<file path="config.mk">
export PLATFORM = sky130hd
export DESIGN_NAME = json_line_unescape_deframer_top
export DESIGN_NICKNAME = d
export VERILOG_FILES = /design/src/rtl/core/jlud_pkg.sv /design/src/rtl/core/jlud_ram.sv /design/src/rtl/core/jlud_front.sv /design/src/rtl/core/jlud_fifo.sv /design/src/rtl/core/jlud_back.sv /design/src/rtl/core/json_line_unescape_deframer_top.sv
export SDC_FILE = /design/constraint.sdc
export NUM_CORES = 2
export LEC_CHECK = 0
export ABC_CLOCK_PERIOD_IN_PS = 14700
export BUFFER_PORTS_ARGS = -buffer_cell sky130_fd_sc_hd__buf_2
export CAP_MARGIN = 20
export CORE_MARGIN = 3
export CORE_UTILIZATION = 55
export DETAILED_ROUTE_END_ITERATION = 12
export PLACE_DENSITY = 0.75
export SKIP_LAST_GASP = 1
export SYNTH_ARGS = -nofsm -noshare
export SYNTH_HDL_FRONTEND = slang
export SYNTH_HIERARCHICAL = 1
export SYNTH_SLANG_ARGS = --single-unit
</file>
<file path="constraint.sdc">
create_clock -name clk_i -period 14.7 [get_ports clk_i]
set_clock_uncertainty 0.1 [all_clocks]
set_input_delay 2.94 -clock clk_i [delete_from_list [all_inputs] [get_ports clk_i]]
set_output_delay 2.94 -clock clk_i [all_outputs]
set_load 0.05 [all_outputs]
</file>
<file path="src/rtl/core/jlud_pkg.sv">
// Shared types, character codes and decode helpers of the JSON line unescape deframer.
package jlud_pkg;

  // Count width, sized for the largest supported line store (64 bytes).
  localparam int unsigned LenW = 7;

  localparam logic [7:0] ChNewline = 8'h0A;
  localparam logic [7:0] ChQuote   = 8'h22;
  localparam logic [7:0] ChBslash  = 8'h5C;
  localparam logic [7:0] ChSlash   = 8'h2F;
  localparam logic [7:0] ChLowB    = 8'h62;
  localparam logic [7:0] ChLowF    = 8'h66;
  localparam logic [7:0] ChLowN    = 8'h6E;
  localparam logic [7:0] ChLowR    = 8'h72;
  localparam logic [7:0] ChLowT    = 8'h74;
  localparam logic [7:0] ChLowU    = 8'h75;

  // Top six bits of a high (D800..DBFF) and a low (DC00..DFFF) surrogate.
  localparam logic [5:0]  HiSurPfx = 6'b110110;
  localparam logic [5:0]  LoSurPfx = 6'b110111;
  localparam logic [20:0] SuppBase = 21'h10000;

  // One finished line handed from the front to the back.
  typedef struct packed {
    logic            bank;
    logic [LenW-1:0] count;
    logic [LenW-1:0] raw_len;
    logic            ovf;
  } line_desc_t;

  typedef struct packed {
    logic       ok;
    logic [3:0] val;
  } hex_digit_t;

  typedef struct packed {
    logic       ok;
    logic [7:0] ch;
  } esc_t;

  function automatic hex_digit_t hex_decode(input logic [7:0] c);
    hex_digit_t r;
    r = '0;
    if (c >= 8'h30 && c <= 8'h39) begin
      r.ok  = 1'b1;
      r.val = c[3:0];
    end else if ((c >= 8'h61 && c <= 8'h66) || (c >= 8'h41 && c <= 8'h46)) begin
      r.ok  = 1'b1;
      r.val = c[3:0] + 4'd9;
    end
    return r;
  endfunction

  // Single-character escapes; the \u escape is handled by the caller.
  function automatic esc_t esc_map(input logic [7:0] e);
    esc_t r;
    r.ok = 1'b1;
    case (e)
      ChQuote:  r.ch = ChQuote;
      ChBslash: r.ch = ChBslash;
      ChSlash:  r.ch = ChSlash;
      ChLowB:   r.ch = 8'h08;
      ChLowF:   r.ch = 8'h0C;
      ChLowN:   r.ch = 8'h0A;
      ChLowR:   r.ch = 8'h0D;
      ChLowT:   r.ch = 8'h09;
      default: begin
        r.ok = 1'b0;
        r.ch = 8'h00;
      end
    endcase
    return r;
  endfunction

  // Number of UTF-8 bytes minus one.
  function automatic logic [1:0] utf8_last(input logic [20:0] cp);
    logic [1:0] r;
    if (cp < 21'h80) begin
      r = 2'd0;
    end else if (cp < 21'h800) begin
      r = 2'd1;
    end else if (cp < 21'h10000) begin
      r = 2'd2;
    end else begin
      r = 2'd3;
    end
    return r;
  endfunction

  function automatic logic [7:0] utf8_byte(input logic [20:0] cp, input logic [1:0] last,
                                           input logic [1:0] idx);
    logic [7:0] r;
    r = 8'h00;
    case (last)
      2'd0: r = {1'b0, cp[6:0]};
      2'd1: begin
        case (idx)
          2'd0:    r = {3'b110, cp[10:6]};
          default: r = {2'b10, cp[5:0]};
        endcase
      end
      2'd2: begin
        case (idx)
          2'd0:    r = {4'b1110, cp[15:12]};
          2'd1:    r = {2'b10, cp[11:6]};
          default: r = {2'b10, cp[5:0]};
        endcase
      end
      default: begin
        case (idx)
          2'd0:    r = {5'b11110, cp[20:18]};
          2'd1:    r = {2'b10, cp[17:12]};
          2'd2:    r = {2'b10, cp[11:6]};
          default: r = {2'b10, cp[5:0]};
        endcase
      end
    endcase
    return r;
  endfunction

endpackage

</file>
<file path="src/rtl/core/jlud_ram.sv">
// Generic simple dual-port RAM with one write port and a registered read port.
module jlud_ram #(
  parameter int unsigned Width = 8,
  parameter int unsigned Depth = 64
) (
  input  logic                     clk_i,
  input  logic                     we_i,
  input  logic [$clog2(Depth)-1:0] waddr_i,
  input  logic [Width-1:0]         wdata_i,
  input  logic [$clog2(Depth)-1:0] raddr_i,
  output logic [Width-1:0]         rdata_o
);

  logic [Width-1:0] mem_q [Depth];
  logic [Width-1:0] rdata_q;

  always_ff @(posedge clk_i) begin
    if (we_i) begin
      mem_q[waddr_i] <= wdata_i;
    end
    rdata_q <= mem_q[raddr_i];
  end

  assign rdata_o = rdata_q;

endmodule

</file>
<file path="src/rtl/core/jlud_front.sv">
// Front end: accepts received bytes, fills the raw line banks and queues finished lines.
module jlud_front #(
  parameter int unsigned MAX_LINE = 64
) (
  input  logic                          clk_i,
  input  logic                          rst_ni,
  input  logic [7:0]                    rx_byte_i,
  input  logic                          rx_valid_i,
  output logic                          rx_ready_o,
  input  logic                          line_done_i,
  output logic                          wr_en_o,
  output logic [$clog2(MAX_LINE):0]     wr_addr_o,
  output logic [7:0]                    wr_data_o,
  output logic                          push_o,
  output jlud_pkg::line_desc_t          desc_o
);

  localparam int unsigned AddrW = $clog2(MAX_LINE);

  logic [1:0]                  inflight_q, inflight_d;
  logic                        bank_q, bank_d;
  logic [jlud_pkg::LenW-1:0]   cnt_q, cnt_d;
  logic [jlud_pkg::LenW-1:0]   zpos_q, zpos_d;
  logic                        zseen_q, zseen_d;
  logic                        ovf_q, ovf_d;
  logic                        accept, is_nl, room;

  assign rx_ready_o = (inflight_q != 2'd2);
  assign accept     = rx_valid_i & rx_ready_o;
  assign is_nl      = (rx_byte_i == jlud_pkg::ChNewline);
  assign room       = (cnt_q < jlud_pkg::LenW'(MAX_LINE));

  assign wr_en_o   = accept & ~is_nl & room;
  assign wr_addr_o = {bank_q, cnt_q[AddrW-1:0]};
  assign wr_data_o = rx_byte_i;
  assign push_o    = accept & is_nl;

  always_comb begin
    desc_o.bank    = bank_q;
    desc_o.count   = cnt_q;
    desc_o.raw_len = zseen_q ? zpos_q : cnt_q;
    desc_o.ovf     = ovf_q;
  end

  always_comb begin
    inflight_d = inflight_q + {1'b0, push_o} - {1'b0, line_done_i};
    bank_d     = bank_q;
    cnt_d      = cnt_q;
    zpos_d     = zpos_q;
    zseen_d    = zseen_q;
    ovf_d      = ovf_q;
    if (push_o) begin
      bank_d  = ~bank_q;
      cnt_d   = '0;
      zseen_d = 1'b0;
      ovf_d   = 1'b0;
    end else if (accept) begin
      if (room) begin
        cnt_d = cnt_q + jlud_pkg::LenW'(1);
        if (rx_byte_i == 8'h00 && !zseen_q) begin
          zseen_d = 1'b1;
          zpos_d  = cnt_q;
        end
      end else begin
        ovf_d = 1'b1;
      end
    end
  end

  always_ff @(posedge clk_i or negedge rst_ni) begin
    if (!rst_ni) begin
      inflight_q <= 2'd0;
      bank_q     <= 1'b0;
      cnt_q      <= '0;
      zpos_q     <= '0;
      zseen_q    <= 1'b0;
      ovf_q      <= 1'b0;
    end else begin
      inflight_q <= inflight_d;
      bank_q     <= bank_d;
      cnt_q      <= cnt_d;
      zpos_q     <= zpos_d;
      zseen_q    <= zseen_d;
      ovf_q      <= ovf_d;
    end
  end

endmodule

</file>
<file path="src/rtl/core/jlud_fifo.sv">
// Two-entry queue of finished line descriptors between front and back.
module jlud_fifo (
  input  logic                 clk_i,
  input  logic                 rst_ni,
  input  logic                 push_i,
  input  jlud_pkg::line_desc_t data_i,
  input  logic                 pop_i,
  output logic                 valid_o,
  output jlud_pkg::line_desc_t data_o
);

  jlud_pkg::line_desc_t mem_q [2];
  logic                 wr_ptr_q, rd_ptr_q;
  logic [1:0]           cnt_q;

  assign valid_o = (cnt_q != 2'd0);
  assign data_o  = mem_q[rd_ptr_q];

  always_ff @(posedge clk_i) begin
    if (push_i) begin
      mem_q[wr_ptr_q] <= data_i;
    end
  end

  always_ff @(posedge clk_i or negedge rst_ni) begin
    if (!rst_ni) begin
      wr_ptr_q <= 1'b0;
      rd_ptr_q <= 1'b0;
      cnt_q    <= 2'd0;
    end else begin
      if (push_i) begin
        wr_ptr_q <= ~wr_ptr_q;
      end
      if (pop_i) begin
        rd_ptr_q <= ~rd_ptr_q;
      end
      cnt_q <= cnt_q + {1'b0, push_i} - {1'b0, pop_i};
    end
  end

endmodule

</file>
<file path="src/rtl/core/jlud_back.sv">
// Back end: decodes one stored line, then drains the message.
module jlud_back #(
  parameter int unsigned MAX_LINE = 64
) (
  input  logic                          clk_i,
  input  logic                          rst_ni,
  input  logic                          desc_valid_i,
  input  jlud_pkg::line_desc_t          desc_i,
  output logic                          pop_o,
  output logic [$clog2(MAX_LINE):0]     raw_rd_addr_o,
  input  logic [7:0]                    raw_rd_data_i,
  output logic                          dec_wr_en_o,
  output logic [$clog2(MAX_LINE)-1:0]   dec_wr_addr_o,
  output logic [7:0]                    dec_wr_data_o,
  output logic [$clog2(MAX_LINE)-1:0]   dec_rd_addr_o,
  input  logic [7:0]                    dec_rd_data_i,
  output logic                          line_done_o,
  output logic [7:0]                    msg_byte_o,
  output logic                          last_byte_o,
  output logic                          empty_msg_o,
  output logic                          raw_fallback_o,
  output logic                          line_truncated_o,
  output logic                          msg_valid_o,
  input  logic                          msg_ready_i
);

  localparam int unsigned AddrW = $clog2(MAX_LINE);
  localparam int unsigned LenW  = jlud_pkg::LenW;

  typedef enum logic [2:0] {
    StIdle, StOpen, StNorm, StEsc, StHex, StPair, StUtf, StEmit
  } state_e;

  state_e          state_q, state_d;
  logic            bank_q, bank_d;
  logic [LenW-1:0] n_q, n_d;
  logic [LenW-1:0] rawlen_q, rawlen_d;
  logic            ovf_q, ovf_d;
  logic [LenW-1:0] i_q, i_d;
  logic [LenW-1:0] j_q, j_d;
  logic [2:0]      step_q, step_d;
  logic [20:0]     cp_q, cp_d;
  logic [15:0]     lo_q, lo_d;
  logic [1:0]      ulast_q, ulast_d;
  logic [1:0]      uidx_q, uidx_d;
  logic [LenW-1:0] dcnt_q, dcnt_d;
  logic [LenW-1:0] dzpos_q, dzpos_d;
  logic            dzseen_q, dzseen_d;
  logic            raw_q, raw_d;
  logic [LenW-1:0] len_q, len_d;
  logic            ovalid_q, ovalid_d;
  logic [7:0]      obyte_q, obyte_d;
  logic            olast_q, olast_d;
  logic            oempty_q, oempty_d;
  logic            oraw_q, oraw_d;
  logic            otrunc_q, otrunc_d;

  logic                 put_en;
  logic [7:0]           put_byte;
  logic                 fin_ok, fin_fail;
  logic                 in_range;
  logic [7:0]           c;
  jlud_pkg::hex_digit_t hx;
  jlud_pkg::esc_t       esc;
  logic [20:0]          cp_hex;
  logic [15:0]          lo_new;
  logic                 unpaired;

  assign c        = raw_rd_data_i;
  assign in_range = (i_q < n_q);
  assign hx       = jlud_pkg::hex_decode(c);
  assign esc      = jlud_pkg::esc_map(c);
  assign cp_hex   = {5'b0, cp_q[11:0], hx.val};
  assign lo_new   = {lo_q[11:0], hx.val};

  always_comb begin
    state_d  = state_q;
    bank_d   = bank_q;
    n_d      = n_q;
    rawlen_d = rawlen_q;
    ovf_d    = ovf_q;
    i_d      = i_q;
    j_d      = j_q;
    step_d   = step_q;
    cp_d     = cp_q;
    lo_d     = lo_q;
    ulast_d  = ulast_q;
    uidx_d   = uidx_q;
    dcnt_d   = dcnt_q;
    dzpos_d  = dzpos_q;
    dzseen_d = dzseen_q;
    raw_d    = raw_q;
    len_d    = len_q;
    ovalid_d = ovalid_q & ~msg_ready_i;
    obyte_d  = obyte_q;
    olast_d  = olast_q;
    oempty_d = oempty_q;
    oraw_d   = oraw_q;
    otrunc_d = otrunc_q;
    pop_o       = 1'b0;
    line_done_o = 1'b0;
    put_en      = 1'b0;
    put_byte    = 8'h00;
    fin_ok      = 1'b0;
    fin_fail    = 1'b0;
    unpaired    = 1'b0;
    dec_wr_en_o   = 1'b0;
    dec_wr_addr_o = dcnt_q[AddrW-1:0];
    dec_wr_data_o = 8'h00;

    case (state_q)
      StIdle: begin
        if (desc_valid_i) begin
          pop_o    = 1'b1;
          bank_d   = desc_i.bank;
          n_d      = desc_i.count;
          rawlen_d = desc_i.raw_len;
          ovf_d    = desc_i.ovf;
          i_d      = '0;
          dcnt_d   = '0;
          dzseen_d = 1'b0;
          state_d  = StOpen;
        end
      end
      StOpen: begin
        if (n_q < LenW'(2) || c != jlud_pkg::ChQuote) begin
          fin_fail = 1'b1;
        end else begin
          i_d     = LenW'(1);
          state_d = StNorm;
        end
      end
      StNorm: begin
        if (!in_range) begin
          fin_fail = 1'b1;
        end else if (c == jlud_pkg::ChQuote) begin
          fin_ok = 1'b1;
        end else if (c != jlud_pkg::ChBslash) begin
          put_en   = 1'b1;
          put_byte = c;
          i_d      = i_q + LenW'(1);
        end else if (i_q + LenW'(1) >= n_q) begin
          fin_fail = 1'b1;
        end else begin
          i_d     = i_q + LenW'(1);
          state_d = StEsc;
        end
      end
      StEsc: begin
        i_d = i_q + LenW'(1);
        if (c == jlud_pkg::ChLowU) begin
          cp_d    = '0;
          step_d  = 3'd0;
          state_d = StHex;
        end else if (esc.ok) begin
          put_en   = 1'b1;
          put_byte = esc.ch;
          state_d  = StNorm;
        end else begin
          fin_fail = 1'b1;
        end
      end
      StHex: begin
        if (!in_range || !hx.ok) begin
          fin_fail = 1'b1;
        end else begin
          cp_d = cp_hex;
          i_d  = i_q + LenW'(1);
          if (step_q == 3'd3) begin
            if (cp_hex[15:10] == jlud_pkg::HiSurPfx) begin
              j_d     = i_q + LenW'(1);
              step_d  = 3'd0;
              lo_d    = '0;
              state_d = StPair;
            end else begin
              ulast_d = jlud_pkg::utf8_last(cp_hex);
              uidx_d  = 2'd0;
              state_d = StUtf;
            end
          end else begin
            step_d = step_q + 3'd1;
          end
        end
      end
      StPair: begin
        // Look ahead for a low surrogate escape; rewind on any mismatch.
        if (!in_range) begin
          unpaired = 1'b1;
        end else if (step_q == 3'd0) begin
          unpaired = (c != jlud_pkg::ChBslash);
        end else if (step_q == 3'd1) begin
          unpaired = (c != jlud_pkg::ChLowU);
        end else if (!hx.ok) begin
          unpaired = 1'b1;
        end else if (step_q == 3'd5 && lo_new[15:10] != jlud_pkg::LoSurPfx) begin
          unpaired = 1'b1;
        end

        if (unpaired) begin
          i_d     = j_q;
          ulast_d = jlud_pkg::utf8_last(cp_q);
          uidx_d  = 2'd0;
          state_d = StUtf;
        end else begin
          i_d    = i_q + LenW'(1);
          lo_d   = lo_new;
          step_d = step_q + 3'd1;
          if (step_q == 3'd5) begin
            cp_d    = jlud_pkg::SuppBase + {1'b0, cp_q[9:0], lo_new[9:0]};
            ulast_d = 2'd3;
            uidx_d  = 2'd0;
            state_d = StUtf;
          end
        end
      end
      StUtf: begin
        put_en   = 1'b1;
        put_byte = jlud_pkg::utf8_byte(cp_q, ulast_q, uidx_q);
        uidx_d   = uidx_q + 2'd1;
        if (uidx_q == ulast_q) begin
          state_d = StNorm;
        end
      end
      StEmit: begin
        if (!ovalid_q || msg_ready_i) begin
          ovalid_d = 1'b1;
          oraw_d   = raw_q;
          otrunc_d = ovf_q;
          if (len_q == '0) begin
            obyte_d     = 8'h00;
            olast_d     = 1'b1;
            oempty_d    = 1'b1;
            line_done_o = 1'b1;
            state_d     = StIdle;
          end else begin
            obyte_d  = raw_q ? raw_rd_data_i : dec_rd_data_i;
            olast_d  = (i_q + LenW'(1) == len_q);
            oempty_d = 1'b0;
            i_d      = i_q + LenW'(1);
            if (i_q + LenW'(1) == len_q) begin
              line_done_o = 1'b1;
              state_d     = StIdle;
            end
          end
        end
      end
      default: state_d = StIdle;
    endcase

    if (put_en && dcnt_q < LenW'(MAX_LINE)) begin
      dec_wr_en_o   = 1'b1;
      dec_wr_data_o = put_byte;
      dcnt_d        = dcnt_q + LenW'(1);
      if (put_byte == 8'h00 && !dzseen_q) begin
        dzseen_d = 1'b1;
        dzpos_d  = dcnt_q;
      end
    end

    if (fin_ok || fin_fail) begin
      raw_d   = fin_fail;
      len_d   = fin_fail ? rawlen_q : (dzseen_q ? dzpos_q : dcnt_q);
      i_d     = '0;
      state_d = StEmit;
    end
  end

  // Present the next pointer so the read data always matches i_q.
  assign raw_rd_addr_o = {bank_d, i_d[AddrW-1:0]};
  assign dec_rd_addr_o = i_d[AddrW-1:0];

  always_ff @(posedge clk_i or negedge rst_ni) begin
    if (!rst_ni) begin
      state_q  <= StIdle;
      bank_q   <= 1'b0;
      n_q      <= '0;
      rawlen_q <= '0;
      ovf_q    <= 1'b0;
      i_q      <= '0;
      j_q      <= '0;
      step_q   <= 3'd0;
      cp_q     <= '0;
      lo_q     <= '0;
      ulast_q  <= 2'd0;
      uidx_q   <= 2'd0;
      dcnt_q   <= '0;
      dzpos_q  <= '0;
      dzseen_q <= 1'b0;
      raw_q    <= 1'b0;
      len_q    <= '0;
      ovalid_q <= 1'b0;
      obyte_q  <= 8'h00;
      olast_q  <= 1'b0;
      oempty_q <= 1'b0;
      oraw_q   <= 1'b0;
      otrunc_q <= 1'b0;
    end else begin
      state_q  <= state_d;
      bank_q   <= bank_d;
      n_q      <= n_d;
      rawlen_q <= rawlen_d;
      ovf_q    <= ovf_d;
      i_q      <= i_d;
      j_q      <= j_d;
      step_q   <= step_d;
      cp_q     <= cp_d;
      lo_q     <= lo_d;
      ulast_q  <= ulast_d;
      uidx_q   <= uidx_d;
      dcnt_q   <= dcnt_d;
      dzpos_q  <= dzpos_d;
      dzseen_q <= dzseen_d;
      raw_q    <= raw_d;
      len_q    <= len_d;
      ovalid_q <= ovalid_d;
      obyte_q  <= obyte_d;
      olast_q  <= olast_d;
      oempty_q <= oempty_d;
      oraw_q   <= oraw_d;
      otrunc_q <= otrunc_d;
    end
  end

  assign msg_valid_o      = ovalid_q;
  assign msg_byte_o       = obyte_q;
  assign last_byte_o      = olast_q;
  assign empty_msg_o      = oempty_q;
  assign raw_fallback_o   = oraw_q;
  assign line_truncated_o = otrunc_q;

endmodule

</file>
<file path="src/rtl/core/json_line_unescape_deframer_top.sv">
// Top level of the JSON line unescape deframer: front, line queue, back and line stores.
// Input: one byte per cycle while a raw line bank is free; two banks let a line fill
//   while the previous one is decoded and drained.
// Decode: the newline pushes a descriptor into the line queue; the back pops it when idle
//   and walks the raw bytes, emitting code points and rewinding after a rejected pair.
// Output: one transfer per cycle while draining, unless msg_ready_i stalls it.
// Reset: asynchronous, active low; clears counters and state, stores are left as they are.
module json_line_unescape_deframer_top #(
  parameter int unsigned MAX_LINE = 64
) (
  input  logic       clk_i,
  input  logic       rst_ni,
  input  logic [7:0] rx_byte_i,
  input  logic       rx_valid_i,
  output logic       rx_ready_o,
  output logic [7:0] msg_byte_o,
  output logic       last_byte_o,
  output logic       empty_msg_o,
  output logic       raw_fallback_o,
  output logic       line_truncated_o,
  output logic       msg_valid_o,
  input  logic       msg_ready_i
);

  localparam int unsigned AddrW    = $clog2(MAX_LINE);
  localparam int unsigned DecDepth = 1 << AddrW;
  localparam int unsigned RawDepth = 2 * DecDepth;

  // Raw line bank write side (front) and read side (back).
  logic             raw_we;
  logic [AddrW:0]   raw_waddr;
  logic [7:0]       raw_wdata;
  logic [AddrW:0]   raw_raddr;
  logic [7:0]       raw_rdata;

  // Decoded line store, written and read by the back only.
  logic             dec_we;
  logic [AddrW-1:0] dec_waddr;
  logic [7:0]       dec_wdata;
  logic [AddrW-1:0] dec_raddr;
  logic [7:0]       dec_rdata;

  // Finished-line descriptors travelling from front to back.
  logic                 push, pop, desc_valid, line_done;
  jlud_pkg::line_desc_t push_desc, pop_desc;

  // Accept bytes, fill the current bank and hand the line on at newline.
  jlud_front #(
    .MAX_LINE(MAX_LINE)
  ) u_front (
    .clk_i      (clk_i),
    .rst_ni     (rst_ni),
    .rx_byte_i  (rx_byte_i),
    .rx_valid_i (rx_valid_i),
    .rx_ready_o (rx_ready_o),
    .line_done_i(line_done),
    .wr_en_o    (raw_we),
    .wr_addr_o  (raw_waddr),
    .wr_data_o  (raw_wdata),
    .push_o     (push),
    .desc_o     (push_desc)
  );

  // Hold finished lines until the back is free.
  jlud_fifo u_fifo (
    .clk_i  (clk_i),
    .rst_ni (rst_ni),
    .push_i (push),
    .data_i (push_desc),
    .pop_i  (pop),
    .valid_o(desc_valid),
    .data_o (pop_desc)
  );

  jlud_ram #(
    .Width(8),
    .Depth(RawDepth)
  ) u_raw_ram (
    .clk_i  (clk_i),
    .we_i   (raw_we),
    .waddr_i(raw_waddr),
    .wdata_i(raw_wdata),
    .raddr_i(raw_raddr),
    .rdata_o(raw_rdata)
  );

  jlud_ram #(
    .Width(8),
    .Depth(DecDepth)
  ) u_dec_ram (
    .clk_i  (clk_i),
    .we_i   (dec_we),
    .waddr_i(dec_waddr),
    .wdata_i(dec_wdata),
    .raddr_i(dec_raddr),
    .rdata_o(dec_rdata)
  );

  // Decode the oldest line, then drain decoded or raw bytes through the output register.
  jlud_back #(
    .MAX_LINE(MAX_LINE)
  ) u_back (
    .clk_i           (clk_i),
    .rst_ni          (rst_ni),
    .desc_valid_i    (desc_valid),
    .desc_i          (pop_desc),
    .pop_o           (pop),
    .raw_rd_addr_o   (raw_raddr),
    .raw_rd_data_i   (raw_rdata),
    .dec_wr_en_o     (dec_we),
    .dec_wr_addr_o   (dec_waddr),
    .dec_wr_data_o   (dec_wdata),
    .dec_rd_addr_o   (dec_raddr),
    .dec_rd_data_i   (dec_rdata),
    .line_done_o     (line_done),
    .msg_byte_o      (msg_byte_o),
    .last_byte_o     (last_byte_o),
    .empty_msg_o     (empty_msg_o),
    .raw_fallback_o  (raw_fallback_o),
    .line_truncated_o(line_truncated_o),
    .msg_valid_o     (msg_valid_o),
    .msg_ready_i     (msg_ready_i)
  );

endmodule

</file>
==> flow_summary.ini <==
[run_status]
status = complete, no violations

[cts]
cts_root_buf = clkbuf_16
ctsResizeCount = 0
post_cts_buffers = 0
cts_hold_buf = 0
clk_pin_slew_ns = 0.06
clkLatencyLatePin_ns = 0.79
clockBufferDepth = 3
numCtsBuffers = 165
clock-sinks = 1716
cts_max_level = 4
cts_tree = done

[worst_setup_path]
path_buf_inv = 3
crit_path_end_kind = register
crit_slowest_cell = buf_12
max_stage_delay_ns = 0.63
crit_family = multiplexers
start_kind = input port
crit_fanout = 103
worstPathCellList = buf_2 -> nand2b_1 -> nor2b_1 -> nand2_1 -> o221ai_1 -> a211oi_1 -> a21oi_1 -> o211a_4 -> buf_12 -> buf_12 -> mux4_2 -> mux4_2 -> mux4_2 -> mux2_2
worstPathRequired_ns = 15.27
crit_type = in -> reg
cp_common_cell = mux4_2
arrival_ns = 8.56

[place]
dpl-instance-area_um2 = 71200
hpwl_um = 93300
port_buffers = 25
gp_congestion = 0.905

[floorplan]
ios = 26
fp.dieH_um = 362
coreArea_um2 = 125000
die_area_um2 = 131000
row_count = 129
dieWidth_um = 362
start_util_pct = 55.8

[timing]
final-hold-violation-count = 0
worst_slew_pin_slew_ns = 1.21
rsz0062_at_grt = no
setup_tns_ns = 0
timing.max_slew.rel_slack_pct = 18.9
fmax_mhz = 125
slew_viol_final = 0
period_minus_slack_ns = 7.99
fin_crit_sh_pct = 54.4
finalSetupViolCount = 0

[layout]
nFillCells = 8400
post-route-cell-area_um2 = 76800
layout_common_cells = edfxtp_1, mux4_2, nor2_1
multi_input_area_um2 = 17600
seq_area_um2 = 50700
syn_to_final_growth_pct = 10.3
final_common_cell = edfxtp_1
drive_above_1_share_pct = 24.1
finalNetCount = 3646

[synth]
ys_ff_latch = 1716
syn_area_um2 = 69600
synth-main-ff-cell = edfxtp_1
yosysUniqueCellTypes = 92
async_flop_share_pct = 7.69
synth_top_area_cell = edfxtp_1
synthTopCellsByArea = edfxtp_1, mux4_2, dfrtp_1
ys_warn_count = 6
synth_edf_count = 1568
postSynthAreaPerCell_um2 = 19.5
synth_top_area_share_pct = 67.6
syn_nets = 3617
seq_area_frac_synth_pct = 72.8
postSynthCellCount = 3568

[power_and_ir_drop]
sequentialPowerShare_pct = 38.3
p_leak_nw = 24.2
p_switching_mw = 4.63
powerDensity_nw_per_um2 = 196
swShare_pct = 30.8
combPwrFrac_pct = 32.9
pwr-share-clk_pct = 28.8
max-vdd-ir-drop_mv = 0.458
intPower_mw = 10.4

[route]
antenna_left = 0
wl_per_cell_um = 30.1
drt-total-wl_um = 162000
drc = 0
drtIter0Drc = 5122
dr.pass1.iters = 12
via_per_inst = 6.60
vias = 35400

[job]
cap_viol_max_count = 0

[grt]
gr-total-overflow = 0
grt_pass1_wl_um = 240000
track_usage_pct = 25.1
antenna_found_initial = 4
grt_max_degree = 141
grt_pass1_vias = 35500

[hold_path]
hold_class = reg -> reg
## per-layer routing
metal	up-vias	share of wire, %	track usage (%)
met5	-	0.016	0
met4	4	3.3	8.74
met3	359	10	5.42
met2	2059	49	39.6
met1	18400	38	35.2
li1	14600	-	-
## sequential cells by signal (all words and copies together) (netlist names), 2 cells and up
name and count:
u_fifo/mem_q 32, u_back/len_q 7, u_raw_ram/rdata_o 8, u_back/rawlen_q 7, u_back/i_q 7, u_back/msg_byte_o 8
u_back/lo_q 12, u_back/uidx_q 2, u_fifo/cnt_q 2, u_front/zpos_q 7, u_back/dcnt_q 7, u_back/ulast_q 2
u_back/cp_q 21, u_back/j_q 7, u_back/n_q 7, u_front/inflight_q 2, u_dec_ram/rdata_o 8, u_raw_ram/mem_q 1024
u_back/dzpos_q 7, u_front/cnt_q 7, u_back/state_q 3, u_dec_ram/mem_q 512, u_back/step_q 3
## power groups by stage
| stage | clock network [mW] | registers (mW) | logic, mW |
|---|---|---|---|
| finish | 4.33 | 5.75 | 4.95 |
| global route | 4.58 | 5.77 | 5.28 |
| CTS | 4.39 | 5.74 | 5.00 |
| detailed placement | 0 | 5.84 | 4.95 |
| global placement | 0 | 5.84 | 4.90 |
| floorplan | 0 | 5.73 | 3.95 |
## through the flow
step                utilization, %  instances  setup slack [ns]  hold slack (ns)  power (mW)
global placement              57.1       5054              5.85            0.359        10.7
floorplan                        -       3568              7.84            0.339        9.68
global route                  61.6       5368              6.33            0.388        15.6
finish                        61.6       5371              6.71            0.371        15.0
detailed placement            57.1       5056              5.81            0.366        10.8
CTS                           61.5       5357              6.63            0.380        15.1
## cell usage after synthesis (16+ instances only)
cell      instances
a21oi_1          32
a22o_1           18
a31oi_1          22
buf_1            24
buf_2            36
buf_4            58
clkbuf_1         98
dfrtp_1         132
dfxtp_1          16
edfxtp_1       1568
ha_1             37
inv_1            43
mux2_2           28
mux2i_1          52
mux4_2          460
nand2_1         166
nand2b_1         19
nand3_1          62
nor2_1          252
nor2b_1          25
nor3_1           25
o21ai_0          57
o22ai_1          23
o31ai_2          17
## final cells by class
cell class                      instances  share of cell area (%)
Sequential cell                      1716                    66.0
Multi-Input combinational cell       1576                    23.0
Clock buffer                          208                    5.77
Tap cell                             1637                    2.67
Clock inverter                         93                    1.40
Timing Repair Buffer                   92                   0.982
Inverter                               46                   0.225
Antenna cell                            3                 0.00977
## final timing paths
check / start / to / cells past startpoint / slack [ns]
worst max-delay path: msg_ready_i / u_raw_ram/rdata_o[5]$_DFF_P_ / 14 / 6.71
max in group asynchronous: rst_ni / u_back/lo_q[2]$_DFFE_PN0P_ / 2 / 11.23
worst min-delay path: u_back/empty_msg_o$_DFFE_PN0P_ / u_back/empty_msg_o$_DFFE_PN0P_ / 2 / 0.37
worst min register to register: u_back/empty_msg_o$_DFFE_PN0P_ / u_back/empty_msg_o$_DFFE_PN0P_ / 2 / 0.37
worst max register to register: u_back/i_q[0]$_DFF_PN0_ / u_raw_ram/rdata_o[5]$_DFF_P_ / 18 / 7.02
min in group asynchronous: rst_ni / u_back/ulast_q[0]$_DFFE_PN0P_ / 1 / 2.12
## worst reg2reg max path: stages (launching register included)
cell,delay [ns]
dfrtp_1,0.61
ha_1,0.32
nand3_1,0.14
nor2_1,0.24
xnor2_1,0.23
inv_1,0.10
ha_1,0.32
a21oi_1,0.14
o21ai_0,0.08
o21bai_1,0.26
a31oi_1,0.26
o211a_1,0.60
o211a_4,0.67
buf_12,0.65
buf_12,0.63
mux4_2,0.85
mux4_2,0.54
mux4_2,0.55
mux2_2,0.28
## cells by family (layout without fill, tap and decap cells)
family | after synthesis | in the layout | share of synthesized area, %
other | 0 | 3 | 0
adder cells (fa/ha/maj) | 37 | 37 | 0.665
multiplexers | 555 | 555 | 16.4
buffers and inverters | 276 | 439 | 2.04
XOR/XNOR | 26 | 26 | 0.349
flip-flops | 1716 | 1716 | 72.8
AO/OA/AOI/OAI | 306 | 306 | 3.35
AND/OR/NAND/NOR | 652 | 652 | 4.38
Power figures use the tool's default switching activity.
